$ cat src/hdl/ptp_pkg.sv
package ptp_pkg;

  localparam int unsigned MAX_LEN  = 64;
  localparam int unsigned IDX_W    = $clog2(MAX_LEN);
  localparam int unsigned LEN_W    = IDX_W + 1;
  localparam int unsigned BYTE_W   = 8;
  localparam int unsigned ROUNDS_W = 31;

  localparam logic [BYTE_W-1:0] SPACE_CHAR = 8'h20;

  typedef enum logic [1:0] {
    KIND_ENTRY  = 2'd0,
    KIND_BYTE   = 2'd1,
    KIND_ENCODE = 2'd2
  } kind_e;

  typedef enum logic [3:0] {
    ST_IDLE,
    ST_INIT,
    ST_BLD_RD,
    ST_BLD_WR,
    ST_CHK,
    ST_MUL_RD,
    ST_MUL_IX,
    ST_MUL_WR,
    ST_SQR_RD,
    ST_SQR_IX,
    ST_SQR_WR,
    ST_OUT_RD,
    ST_OUT_IX,
    ST_OUT_WR
  } state_e;

  typedef struct packed {
    logic [1:0]          kind;
    logic [IDX_W-1:0]    position;
    logic [LEN_W-1:0]    target;
    logic [BYTE_W-1:0]   byte_in;
    logic [ROUNDS_W-1:0] rounds;
  } ptp_in_t;

  typedef struct packed {
    logic [BYTE_W-1:0] byte_out;
    logic              last;
  } ptp_out_t;

endpackage

$ cat src/hdl/permutation_power_transposer.sv
// Permutation-power transposition cipher. Words on the input channel carry a
// kind: 0 writes one permutation entry (source position -> 1-based target),
// 1 appends a message byte (dropped once block_length bytes are held), 2
// encodes: positions never written are padded with spaces, the permutation
// is applied "rounds" times and block_length bytes leave in position order
// with last set on the final one; the message pointer then clears. Kind 0
// and 1 words do not stall the input and may follow back to back. An encode
// holds in_stall_o high through setup, the multiplies, the squarings and the
// output; the power is built by square-and-multiply, so there is one
// squaring per significant bit of rounds beyond the top one and one
// multiply per set bit. Each element of a pass chains two reads of
// registered-output memories before its write. The output register lets
// the next word enter while the last byte still waits on out_stall_i.
// block_length is to be written through cfg_we_i only while idle; the block
// does not enforce this. 0 acts as 1, above 64 as 64.
module permutation_power_transposer (
  input  logic               clk_i,
  input  logic               rst_ni,
  input  logic               in_valid_i,
  output logic               in_stall_o,
  input  ptp_pkg::ptp_in_t   in_word_i,
  output logic               out_valid_o,
  input  logic               out_stall_i,
  output ptp_pkg::ptp_out_t  out_word_o,
  input  logic               cfg_we_i,
  input  logic [ptp_pkg::LEN_W-1:0] cfg_data_i
);

  import ptp_pkg::*;

  state_e state_q, state_d;

  logic [LEN_W-1:0]    blk_len_q;
  logic [LEN_W-1:0]    len;
  logic [LEN_W-1:0]    len_dec;
  logic [IDX_W-1:0]    last_idx;
  logic                idx_last;

  logic [IDX_W-1:0]    idx_q, idx_d;
  logic                cur_q, cur_d;      // which smap bank holds the current step map
  logic [LEN_W-1:0]    wp_q, wp_d;
  logic [ROUNDS_W-1:0] rounds_q, rounds_d;
  logic [IDX_W-1:0]    p_q, p_d;
  logic                hit_q, hit_d;
  logic                out_valid_q, out_valid_d;
  ptp_out_t            out_word_q, out_word_d;

  logic [LEN_W-1:0]    tgt_dec;

  // memory ports
  logic                perm_we;
  logic [IDX_W-1:0]    perm_rdata;
  logic                msg_we;
  logic [IDX_W-1:0]    msg_raddr;
  logic [BYTE_W-1:0]   msg_rdata;
  logic                smap_we;
  logic [IDX_W:0]      smap_waddr;
  logic [IDX_W-1:0]    smap_wdata;
  logic [IDX_W:0]      smap_raddr;
  logic [IDX_W-1:0]    smap_rdata;
  logic                pmap_we;
  logic [IDX_W-1:0]    pmap_wdata;
  logic [IDX_W-1:0]    pmap_rdata;

  // effective block length, clamped to 1..MAX_LEN
  always_comb begin
    if (blk_len_q == '0) begin
      len = LEN_W'(1);
    end else if (blk_len_q > LEN_W'(MAX_LEN)) begin
      len = LEN_W'(MAX_LEN);
    end else begin
      len = blk_len_q;
    end
  end

  assign len_dec  = len - LEN_W'(1);
  assign last_idx = len_dec[IDX_W-1:0];
  assign idx_last = (idx_q == last_idx);
  assign tgt_dec  = in_word_i.target - LEN_W'(1);

  // Permutation table: entry i holds target(i)-1.
  ptp_ram #(.Depth(MAX_LEN), .Width(IDX_W)) u_perm (
    .clk_i   (clk_i),
    .we_i    (perm_we),
    .waddr_i (in_word_i.position),
    .wdata_i (tgt_dec[IDX_W-1:0]),
    .raddr_i (idx_q),
    .rdata_o (perm_rdata)
  );

  // Message bytes in append order.
  ptp_ram #(.Depth(MAX_LEN), .Width(BYTE_W)) u_msg (
    .clk_i   (clk_i),
    .we_i    (msg_we),
    .waddr_i (wp_q[IDX_W-1:0]),
    .wdata_i (in_word_i.byte_in),
    .raddr_i (msg_raddr),
    .rdata_o (msg_rdata)
  );

  // Step map, two banks: squaring reads one bank and writes the other.
  // smap[i] = source position of the byte landing at i after one step.
  ptp_ram #(.Depth(2 * MAX_LEN), .Width(IDX_W)) u_smap (
    .clk_i   (clk_i),
    .we_i    (smap_we),
    .waddr_i (smap_waddr),
    .wdata_i (smap_wdata),
    .raddr_i (smap_raddr),
    .rdata_o (smap_rdata)
  );

  // Accumulated power map; updated in place, read and write of entry i
  // fall in different phases of the same element.
  ptp_ram #(.Depth(MAX_LEN), .Width(IDX_W)) u_pmap (
    .clk_i   (clk_i),
    .we_i    (pmap_we),
    .waddr_i (idx_q),
    .wdata_i (pmap_wdata),
    .raddr_i (idx_q),
    .rdata_o (pmap_rdata)
  );

  // Sequencer. Phases of one element never overlap, so no access to an
  // entry can race a write of the same entry.
  always_comb begin
    state_d     = state_q;
    idx_d       = idx_q;
    cur_d       = cur_q;
    wp_d        = wp_q;
    rounds_d    = rounds_q;
    p_d         = p_q;
    hit_d       = hit_q;
    out_valid_d = out_valid_q & out_stall_i;
    out_word_d  = out_word_q;

    perm_we     = 1'b0;
    msg_we      = 1'b0;
    msg_raddr   = p_q;
    smap_we     = 1'b0;
    smap_waddr  = {cur_q, idx_q};
    smap_wdata  = idx_q;
    smap_raddr  = {cur_q, idx_q};
    pmap_we     = 1'b0;
    pmap_wdata  = idx_q;

    case (state_q)
      ST_IDLE: begin
        if (in_valid_i) begin
          case (in_word_i.kind)
            KIND_ENTRY: begin
              perm_we = 1'b1;
            end
            KIND_BYTE: begin
              if (wp_q < len) begin
                msg_we = 1'b1;
                wp_d   = wp_q + LEN_W'(1);
              end
            end
            KIND_ENCODE: begin
              rounds_d = in_word_i.rounds;
              idx_d    = '0;
              state_d  = ST_INIT;
            end
            default: ;
          endcase
        end
      end

      // identity into step map and power map
      ST_INIT: begin
        smap_we = 1'b1;
        pmap_we = 1'b1;
        if (idx_last) begin
          idx_d   = '0;
          state_d = ST_BLD_RD;
        end else begin
          idx_d = idx_q + IDX_W'(1);
        end
      end

      ST_BLD_RD: state_d = ST_BLD_WR;

      // invert the table; ascending order so a later source wins
      ST_BLD_WR: begin
        if ({1'b0, perm_rdata} < len) begin
          smap_we    = 1'b1;
          smap_waddr = {cur_q, perm_rdata};
        end
        if (idx_last) begin
          idx_d   = '0;
          state_d = ST_CHK;
        end else begin
          idx_d   = idx_q + IDX_W'(1);
          state_d = ST_BLD_RD;
        end
      end

      ST_CHK: begin
        if (rounds_q == '0) begin
          state_d = ST_OUT_RD;
        end else if (rounds_q[0]) begin
          state_d = ST_MUL_RD;
        end else begin
          state_d = ST_SQR_RD;
        end
      end

      // power[i] = step[power[i]]
      ST_MUL_RD: state_d = ST_MUL_IX;
      ST_MUL_IX: begin
        smap_raddr = {cur_q, pmap_rdata};
        state_d    = ST_MUL_WR;
      end
      ST_MUL_WR: begin
        pmap_we    = 1'b1;
        pmap_wdata = smap_rdata;
        if (idx_last) begin
          idx_d = '0;
          if (rounds_q[ROUNDS_W-1:1] == '0) begin
            rounds_d = '0;          // last bit: no squaring needed
            state_d  = ST_CHK;
          end else begin
            state_d = ST_SQR_RD;
          end
        end else begin
          idx_d   = idx_q + IDX_W'(1);
          state_d = ST_MUL_RD;
        end
      end

      // next[i] = step[step[i]] into the other bank
      ST_SQR_RD: state_d = ST_SQR_IX;
      ST_SQR_IX: begin
        smap_raddr = {cur_q, smap_rdata};
        state_d    = ST_SQR_WR;
      end
      ST_SQR_WR: begin
        smap_we    = 1'b1;
        smap_waddr = {~cur_q, idx_q};
        smap_wdata = smap_rdata;
        if (idx_last) begin
          idx_d    = '0;
          cur_d    = ~cur_q;
          rounds_d = rounds_q >> 1;
          state_d  = ST_CHK;
        end else begin
          idx_d   = idx_q + IDX_W'(1);
          state_d = ST_SQR_RD;
        end
      end

      // byte i = message[power[i]], space where never appended
      ST_OUT_RD: state_d = ST_OUT_IX;
      ST_OUT_IX: begin
        msg_raddr = pmap_rdata;
        p_d       = pmap_rdata;
        hit_d     = ({1'b0, pmap_rdata} < wp_q);
        state_d   = ST_OUT_WR;
      end
      ST_OUT_WR: begin
        if (!out_valid_q || !out_stall_i) begin
          out_valid_d         = 1'b1;
          out_word_d.byte_out = hit_q ? msg_rdata : SPACE_CHAR;
          out_word_d.last     = idx_last;
          if (idx_last) begin
            idx_d   = '0;
            wp_d    = '0;
            state_d = ST_IDLE;
          end else begin
            idx_d   = idx_q + IDX_W'(1);
            state_d = ST_OUT_RD;
          end
        end
      end

      default: state_d = ST_IDLE;
    endcase
  end

  always_ff @(posedge clk_i or negedge rst_ni) begin
    if (!rst_ni) begin
      state_q     <= ST_IDLE;
      idx_q       <= '0;
      cur_q       <= 1'b0;
      wp_q        <= '0;
      out_valid_q <= 1'b0;
      blk_len_q   <= LEN_W'(MAX_LEN);
    end else begin
      state_q     <= state_d;
      idx_q       <= idx_d;
      cur_q       <= cur_d;
      wp_q        <= wp_d;
      out_valid_q <= out_valid_d;
      if (cfg_we_i) begin
        blk_len_q <= cfg_data_i;
      end
    end
  end

  always_ff @(posedge clk_i) begin
    rounds_q   <= rounds_d;
    p_q        <= p_d;
    hit_q      <= hit_d;
    out_word_q <= out_word_d;
  end

  assign in_stall_o  = (state_q != ST_IDLE);
  assign out_valid_o = out_valid_q;
  assign out_word_o  = out_word_q;

endmodule

$ cat src/hdl/ptp_ram.sv
module ptp_ram #(
  parameter int unsigned Depth = 64,
  parameter int unsigned Width = 8,
  localparam int unsigned AddrW = $clog2(Depth)
) (
  input  logic             clk_i,
  input  logic             we_i,
  input  logic [AddrW-1:0] waddr_i,
  input  logic [Width-1:0] wdata_i,
  input  logic [AddrW-1:0] raddr_i,
  output logic [Width-1:0] rdata_o
);

  logic [Width-1:0] mem [Depth];
  logic [Width-1:0] rdata_q;

  always_ff @(posedge clk_i) begin
    if (we_i) begin
      mem[waddr_i] <= wdata_i;
    end
    rdata_q <= mem[raddr_i];
  end

  assign rdata_o = rdata_q;

endmodule

$ cat config.mk
export PLATFORM = sky130hd
export DESIGN_NAME = permutation_power_transposer
export DESIGN_NICKNAME = d
export VERILOG_FILES = /design/src/hdl/ptp_pkg.sv /design/src/hdl/permutation_power_transposer.sv /design/src/hdl/ptp_ram.sv
export SDC_FILE = /design/constraint.sdc
export NUM_CORES = 2
export LEC_CHECK = 0
export ABC_AREA = 0
export BUFFER_PORTS_ARGS = -buffer_cell sky130_fd_sc_hd__buf_2
export CAP_MARGIN = 20
export CELL_PAD_IN_SITES_DETAIL_PLACEMENT = 0
export CELL_PAD_IN_SITES_GLOBAL_PLACEMENT = 1
export CORE_ASPECT_RATIO = 0.5
export CORE_MARGIN = 8
export CORE_UTILIZATION = 63
export CTS_BUF_LIST = sky130_fd_sc_hd__clkbuf_8
export DETAILED_ROUTE_END_ITERATION = 8
export HOLD_SLACK_MARGIN = 0.06
export PLACE_DENSITY_LB_ADDON = 0.1
export SLEW_MARGIN = 5
export SYNTH_ARGS = -nofsm -noshare
export SYNTH_HDL_FRONTEND = slang
export SYNTH_HIERARCHICAL = 1
export SYNTH_SLANG_ARGS = --single-unit
$ cat constraint.sdc
create_clock -name clk_i -period 12.85 [get_ports clk_i]
set_input_delay 2.57 -clock clk_i [delete_from_list [all_inputs] [get_ports clk_i]]
set_output_delay 2.57 -clock clk_i [all_outputs]
set_load 0.01 [all_outputs]
* After elaboration in Yosys (flattened, before gate mapping) *
Memory sizes are Yosys's and may differ from the RTL's. A register that Yosys moved wholly into a read port is not among the register bits.
Cells that the tools add are included.

storage, ports and cells
  RAM bits = 2048
  logic and storage cells = 129
  register bits after elaboration = 73
  memories = 4
  input port bits = 66
  output and inout port bits = 11

memory list
  name        words  bits a word  rd ports  clocked after memory_dff  write ports  line           RTL
  u_smap.mem  128    6            1         1                         1            ptp_ram.sv:14  logic [Width-1:0] mem [Depth];
  u_msg.mem   64     8            1         1                         1            ptp_ram.sv:14
  u_perm.mem  64     6            1         1                         1            ptp_ram.sv:14
  u_pmap.mem  64     6            1         1                         1            ptp_ram.sv:14

cells by class
  $lt $le $gt $ge = 4
  reduce and logical (&&, ||, !) cells = 21
  bitwise logic cells = 2
  add/sub/neg operators = 4
  equal/unequal tests = 26
  multiplexer cells = 57

operator list
  cell                 count
  $mux 31              5
  $pmux 31 s3          1
  $pmux 4 s14          1
  $mux 7               7
  $mux 6               8
  $mux 4               10
  $logic_not 31->1     1
  $logic_not 30->1     1
  $pmux 7 s2           2
  $eq 4x4->1 const B   6
  $mux 1               19
  $pmux 6 s3           1
  $eq 4x3->1 const B   4
  $ne 2x2->1 const B   8
  $lt 6x7->1           2
  $pmux 6 s2           1
  $reduce_and 6->1     2
  $sub 6x1->6 const B  2
  $eq 4x2->1 const B   2
  $reduce_and 4->1     2
  $add 7x1->7 const B  1
  $gt 7x7->1 const B   1
  $logic_not 7->1      1
  $lt 7x7->1           1
  20 further kinds     25

* Longest topological paths before layout *
  depth after elaboration = 10
  mapped depth = 14
  gate-level depth less buffers = 12

* Hierarchy *
The synthesis kept the hierarchy.

by module, submodules not included
  module                        sequential area each (um^2)  area each (um^2)  cells an instance  times used
  ptp_ram at u_perm ...         11651.2                      15225.9           720                2
  ptp_ram at u_smap             23182.2                      29923.7           1271               1
  ptp_ram at u_msg              15534.9                      20166.8           940                1
  permutation_power_transposer  2003.2                       4473.0            452                1

* Worst setup path after synthesis *
No wires, ideal clock.

  path kind = flip-flop to flip-flop
  start point = register state_q[0]
  end point = memory u_smap/mem[0][0] in the netlist's numbering (data pin)
  stages on the path, launching flop included = 6
  data required time = 11.652 ns
  clock period less this slack = 7.230 ns
  library setup time = 1.198 ns
  buffers on the path = 2
  data arrival time = 6.032 ns
  slack = 5.620 ns
  path through = dfrtp_1 clkbuf_1 nand2b_1 nor3b_2 clkbuf_1 o21ai_0

between the ends
  word-level cells in the longest chain between the ends = 2

ends and longest elaborated chain
  element                 line                                 RTL
  from (decl)             permutation_power_transposer.sv:31   state_e state_q, state_d;
  from (signal assigned)  permutation_power_transposer.sv:289  state_q <= state_d;
  $eq 4x4->1              permutation_power_transposer.sv:146  case (state_q)
  $mux 6                  permutation_power_transposer.sv:146
  via smap_wdata[0]       permutation_power_transposer.sv:58   logic [IDX_W-1:0] smap_wdata;
  to (decl)               ptp_ram.sv:14

The timed path passes the listed nets, and every way through them passes these cells.

* Worst setup path in the final report *
  start point = register state_q[2]
  end point = register u_smap.rdata_q[5], in the netlist u_smap/rdata_o[5] (read register of u_smap.mem)

between the ends
  word-level cells in the longest chain between the ends = 2
  elaborated cells between the ends (all ways) = 3
  classes of those cells = 2 x eq/ne; 1 x mux

ends and longest elaborated chain
  element                                   line                                 RTL
  $eq 4x4->1 or $eq 4x3->1 (tied branches)  permutation_power_transposer.sv:146
  $pmux 6 s2 *                              permutation_power_transposer.sv:146
  via smap_raddr[0]                         permutation_power_transposer.sv:59   logic [IDX_W:0] smap_raddr;
  to (decl)                                 ptp_ram.sv:15                        logic [Width-1:0] rdata_q;

The timed path passes the listed nets; every way through them passes the cells marked *.
A chain may end at the register's enable or synchronous reset.

==> summary.txt <==
====================================================================================
Setup Viol. Count Final                                                            0
Worst hold slack                                                              504 ps
Cells on worst reg2reg path                                                       11
Final Hold Vio Count                                                               0
Vias post-DR                                                                   41700
Count of instances resized after the clock tree is built                           0
Headroom to the max-slew limit                                                 0.211
TritonCTS clock tree                                                           built
Sequential-to-total area share from yosys stat                                 0.753
Critical path start-end classification                                  flip-flop to flip-flop
Area share of the leading cell type in the synthesized netlist                 0.738
Number of synthesized flops with an enable pin                                  2089
Required time of the worst setup path                                       13620 ps
Count of input and output buffers                                                 75
Global-route total usage across every layer                                    0.248
Critical path capture point type                                           flip-flop
Residual antenna-violating net count after detailed routing                        0
Buffers inserted by post-CTS timing repair                                         0
Vias per inst                                                                   6.58
Part of the total power dissipated in the clock network                        0.257
Synth unique cells                                                                76
Fmax                                                                         165 MHz
Hold Path End                                                           out_word_o[6]
Register-to-register path setup slack                                        6780 ps
Number of max-cap violations                                                       0
Weighted congestion at the end of routability-driven global placement          0.803
Clock-pin slew on the worst setup and hold paths                               70 ps
Beginning of the worst register-to-register path                          state_q[2]
Setup skew after layout                                                      59.6 ps
DRT Pass-1 Iters                                                                   6
Peak VDD IR                                                               0.000153 V
Clock latency reported for the late side of the worst-skew pair               900 ps
Final Critical Period                                                        6070 ps
Site Rows                                                                         95
Die footprint                                                              0.148 mm²
Fraction of layout instances using a drive strength above 1                    0.256
Number of warnings issued by yosys                                                 6
Count of hold-fix buffers inserted at cts                                          0
Final TNS setup                                                                 0 ps
Top cells by count, synth                                               sky130_fd_sc_hd__edfxtp_1, sky130_fd_sc_hd__mux4_2, sky130_fd_sc_hd__nor2_1
Die Height                                                                    276 µm
Static leakage power                                                         28.7 nW
Average wire per cell in the routed design                                   28.8 µm
Most frequently used flop master after synthesis                        sky130_fd_sc_hd__edfxtp_1
Sequential group share of total power                                          0.459
Number of storage elements in the synthesis netlist                             2147
Global-route wire length before repair                                     273000 µm
Largest net degree at the start of global routing                                113
Number of global-route vias before repair                                      42400
Buffer levels on the longest clock path                                            4
Final slew viol count                                                              0
Post-synth ARST share                                                         0.0121
Most common cell in the netlist                                         sky130_fd_sc_hd__edfxtp_1
Status                                                                  finished, final reports clean
Half-perimeter wire length after placement                                 109000 µm
Post-synthesis to final-layout area growth                                     8.85%
Die boundary width                                                            536 µm
Class of the tightest hold or removal check                             flip-flop to flip-flop
Arrival time of data at the critical path endpoint                           6840 ps
Internal cell power                                                          12.8 mW
Violation count after the first detailed-route iteration                        4549
Floorplan core area                                                        0.134 mm²
Syn Inst Count                                                                  4103
Sw Pwr                                                                       5.60 mW
Startpoint kind of the worst setup timing path                             flip-flop
WHS Path Cells                                                                     1
Drt drc                                                                            0
Clock root buffer                                                       sky130_fd_sc_hd__clkbuf_8
Switching Share                                                                0.305
Inserted Clock Buffers                                                           295
Part of the total power dissipated in combinational logic                      0.284
Mean cell area of the mapped netlist                                        20.7 µm²
H-tree depth                                                                       5
Power per Cell Area                                                       199 mW/mm²
Setup repair after global routing missed its margin                               no
Share of the clock period used by the worst path                               0.472
Number of primary I/O pins                                                        77
Slew at the pin with the worst max-slew slack                                1170 ps
Total wire length after detailed routing                                   182000 µm
Initial standard-cell utilization of the core                                  0.634
Initial antenna violation count                                                    4
Worst-path fanout max                                                             49
Endpoint of the lowest-slack register-to-register path                  u_smap/rdata_o[5]
Fin nets                                                                        4416
Launch point of the worst hold path                                     u_msg/rdata_o[5]
Leading cell types by total area after synthesis                        sky130_fd_sc_hd__edfxtp_1, sky130_fd_sc_hd__mux4_2, sky130_fd_sc_hd__nor2_1
Net count after synthesis                                                       4189
Post-synthesis cell area                                                  0.0850 mm²
Dominant cell type by area after synthesis                              sky130_fd_sc_hd__edfxtp_1
Gr ovfl total                                                                      0
Clock sink count                                                                2147
====================================================================================
placed cells by master (no fill, tap or decap), types with 20 or more instances in the layout:
cell,n
sky130_fd_sc_hd__o21ai_0,26
sky130_fd_sc_hd__nand2b_1,28
sky130_fd_sc_hd__nor3_1,33
sky130_fd_sc_hd__nor2_1,363
sky130_fd_sc_hd__o22ai_1,34
sky130_fd_sc_hd__ha_1,20
sky130_fd_sc_hd__nor2b_1,39
sky130_fd_sc_hd__edfxtp_1,2089
sky130_fd_sc_hd__dfxtp_1,32
sky130_fd_sc_hd__a21oi_1,33
sky130_fd_sc_hd__buf_2,77
sky130_fd_sc_hd__buf_4,59
sky130_fd_sc_hd__mux2i_1,56
sky130_fd_sc_hd__mux2_2,52
sky130_fd_sc_hd__nand2_1,95
sky130_fd_sc_hd__nand3_1,58
sky130_fd_sc_hd__inv_1,117
sky130_fd_sc_hd__a22o_1,30
sky130_fd_sc_hd__clkinv_1,65
sky130_fd_sc_hd__clkinv_2,22
sky130_fd_sc_hd__clkbuf_8,312
sky130_fd_sc_hd__mux4_2,552
sky130_fd_sc_hd__o221ai_1,29
kinds of logic (layout without fill, tap and decap cells):
kind of cell / after synthesis / in the layout / share of synthesized area
AO/OA/AOI/OAI: 284 / 284 / 0.0245
XOR/XNOR: 11 / 11 / 0.00113
adder cells (fa/ha/maj): 20 / 20 / 0.00294
buffers and inverters: 242 / 680 / 0.0152
flip-flops: 2147 / 2147 / 0.753
multiplexers: 677 / 677 / 0.164
other: 0 / 4 / 0
AND/OR/NAND/NOR: 722 / 722 / 0.0391
power by group through the flow:
stage | logic [mW] | clock network [mW] | registers, mW
2_1_floorplan | 3.87 | 0 | 8.49
3_3_place_gp | 5.12 | 0 | 8.58
3_5_place_dp | 5.21 | 0 | 8.59
4_1_cts | 5.23 | 4.82 | 8.44
5_1_grt | 5.55 | 5.12 | 8.45
6_report | 5.22 | 4.72 | 8.43
per-stage QoR:
step           instances  setup slack (ps)  area (µm²)  power (mW)  utilization
3_5_place_dp        5813              6650       87100        13.8        0.650
6_report            6339              6780       92500        18.4        0.690
2_1_floorplan       4103              5620       85000        12.4            -
5_1_grt             6337              6300       92500        19.1        0.690
3_3_place_gp        5809              6710       87100        13.7        0.649
4_1_cts             6321              6650       92300        18.5        0.688
worst max path at each step:
| stage | end | startpoint | cells past startpoint |
|---|---|---|---|
| floorplan | u_smap/mem[0][0] | state_q[0] | 5 |
| global placement | u_smap/rdata_o[2] | state_q[2] | 11 |
| detailed placement | u_smap/rdata_o[5] | state_q[1] | 11 |
| CTS | u_smap/rdata_o[4] | state_q[2] | 11 |
| global route | u_smap/rdata_o[4] | state_q[2] | 11 |
| finish | u_smap/rdata_o[5] | state_q[2] | 11 |
flip-flops by register name (all words and copies together), names as in the netlist:
| signal | cells |
|---|---|
| out_valid_o | 1 |
| hit_q | 1 |
| u_perm/rdata_o | 6 |
| out_word_o | 9 |
| idx_q | 6 |
| wp_q | 7 |
| u_perm/mem | 384 |
| u_smap/mem | 768 |
| p_q | 6 |
| blk_len_q | 7 |
| u_msg/mem | 512 |
| state_q | 4 |
| u_msg/rdata_o | 8 |
| cur_q | 1 |
| u_smap/rdata_o | 6 |
| u_pmap/mem | 384 |
| rounds_q | 31 |
| u_pmap/rdata_o | 6 |
final cells by class:
type	instances	area (µm²)
clock inverters	196	845
clock buffers	312	4290
diodes	4	10.0
flip-flops and latches	2147	64000
well taps	1794	2240
repair buffers	150	1100
fillers	8273	41500
multi-input cells	1714	19900
inverters	22	82.6
routing by layer:
layer | global-route usage | routed length (µm) | vias to the layer above
met2 | 0.385 | 86200 | 1861
met1 | 0.366 | 75900 | 22000
met3 | 0.0512 | 15400 | 369
met4 | 0.0715 | 4760 | 0
li1 | - | - | 17500
met5 | 0 | 0 | -
worst max-delay path, stage by stage, from the launching register on:
cell and delay [ps]:
sky130_fd_sc_hd__dfrtp_1 710, sky130_fd_sc_hd__nor2_1 130, sky130_fd_sc_hd__and3_1 310, sky130_fd_sc_hd__nor2_1 330, sky130_fd_sc_hd__nand2_1 150, sky130_fd_sc_hd__nand2_4 500, sky130_fd_sc_hd__buf_4 830, sky130_fd_sc_hd__buf_4 840
sky130_fd_sc_hd__mux4_2 630, sky130_fd_sc_hd__mux4_2 540, sky130_fd_sc_hd__mux4_2 550, sky130_fd_sc_hd__mux2_2 290
Power figures use the tool's default switching activity.
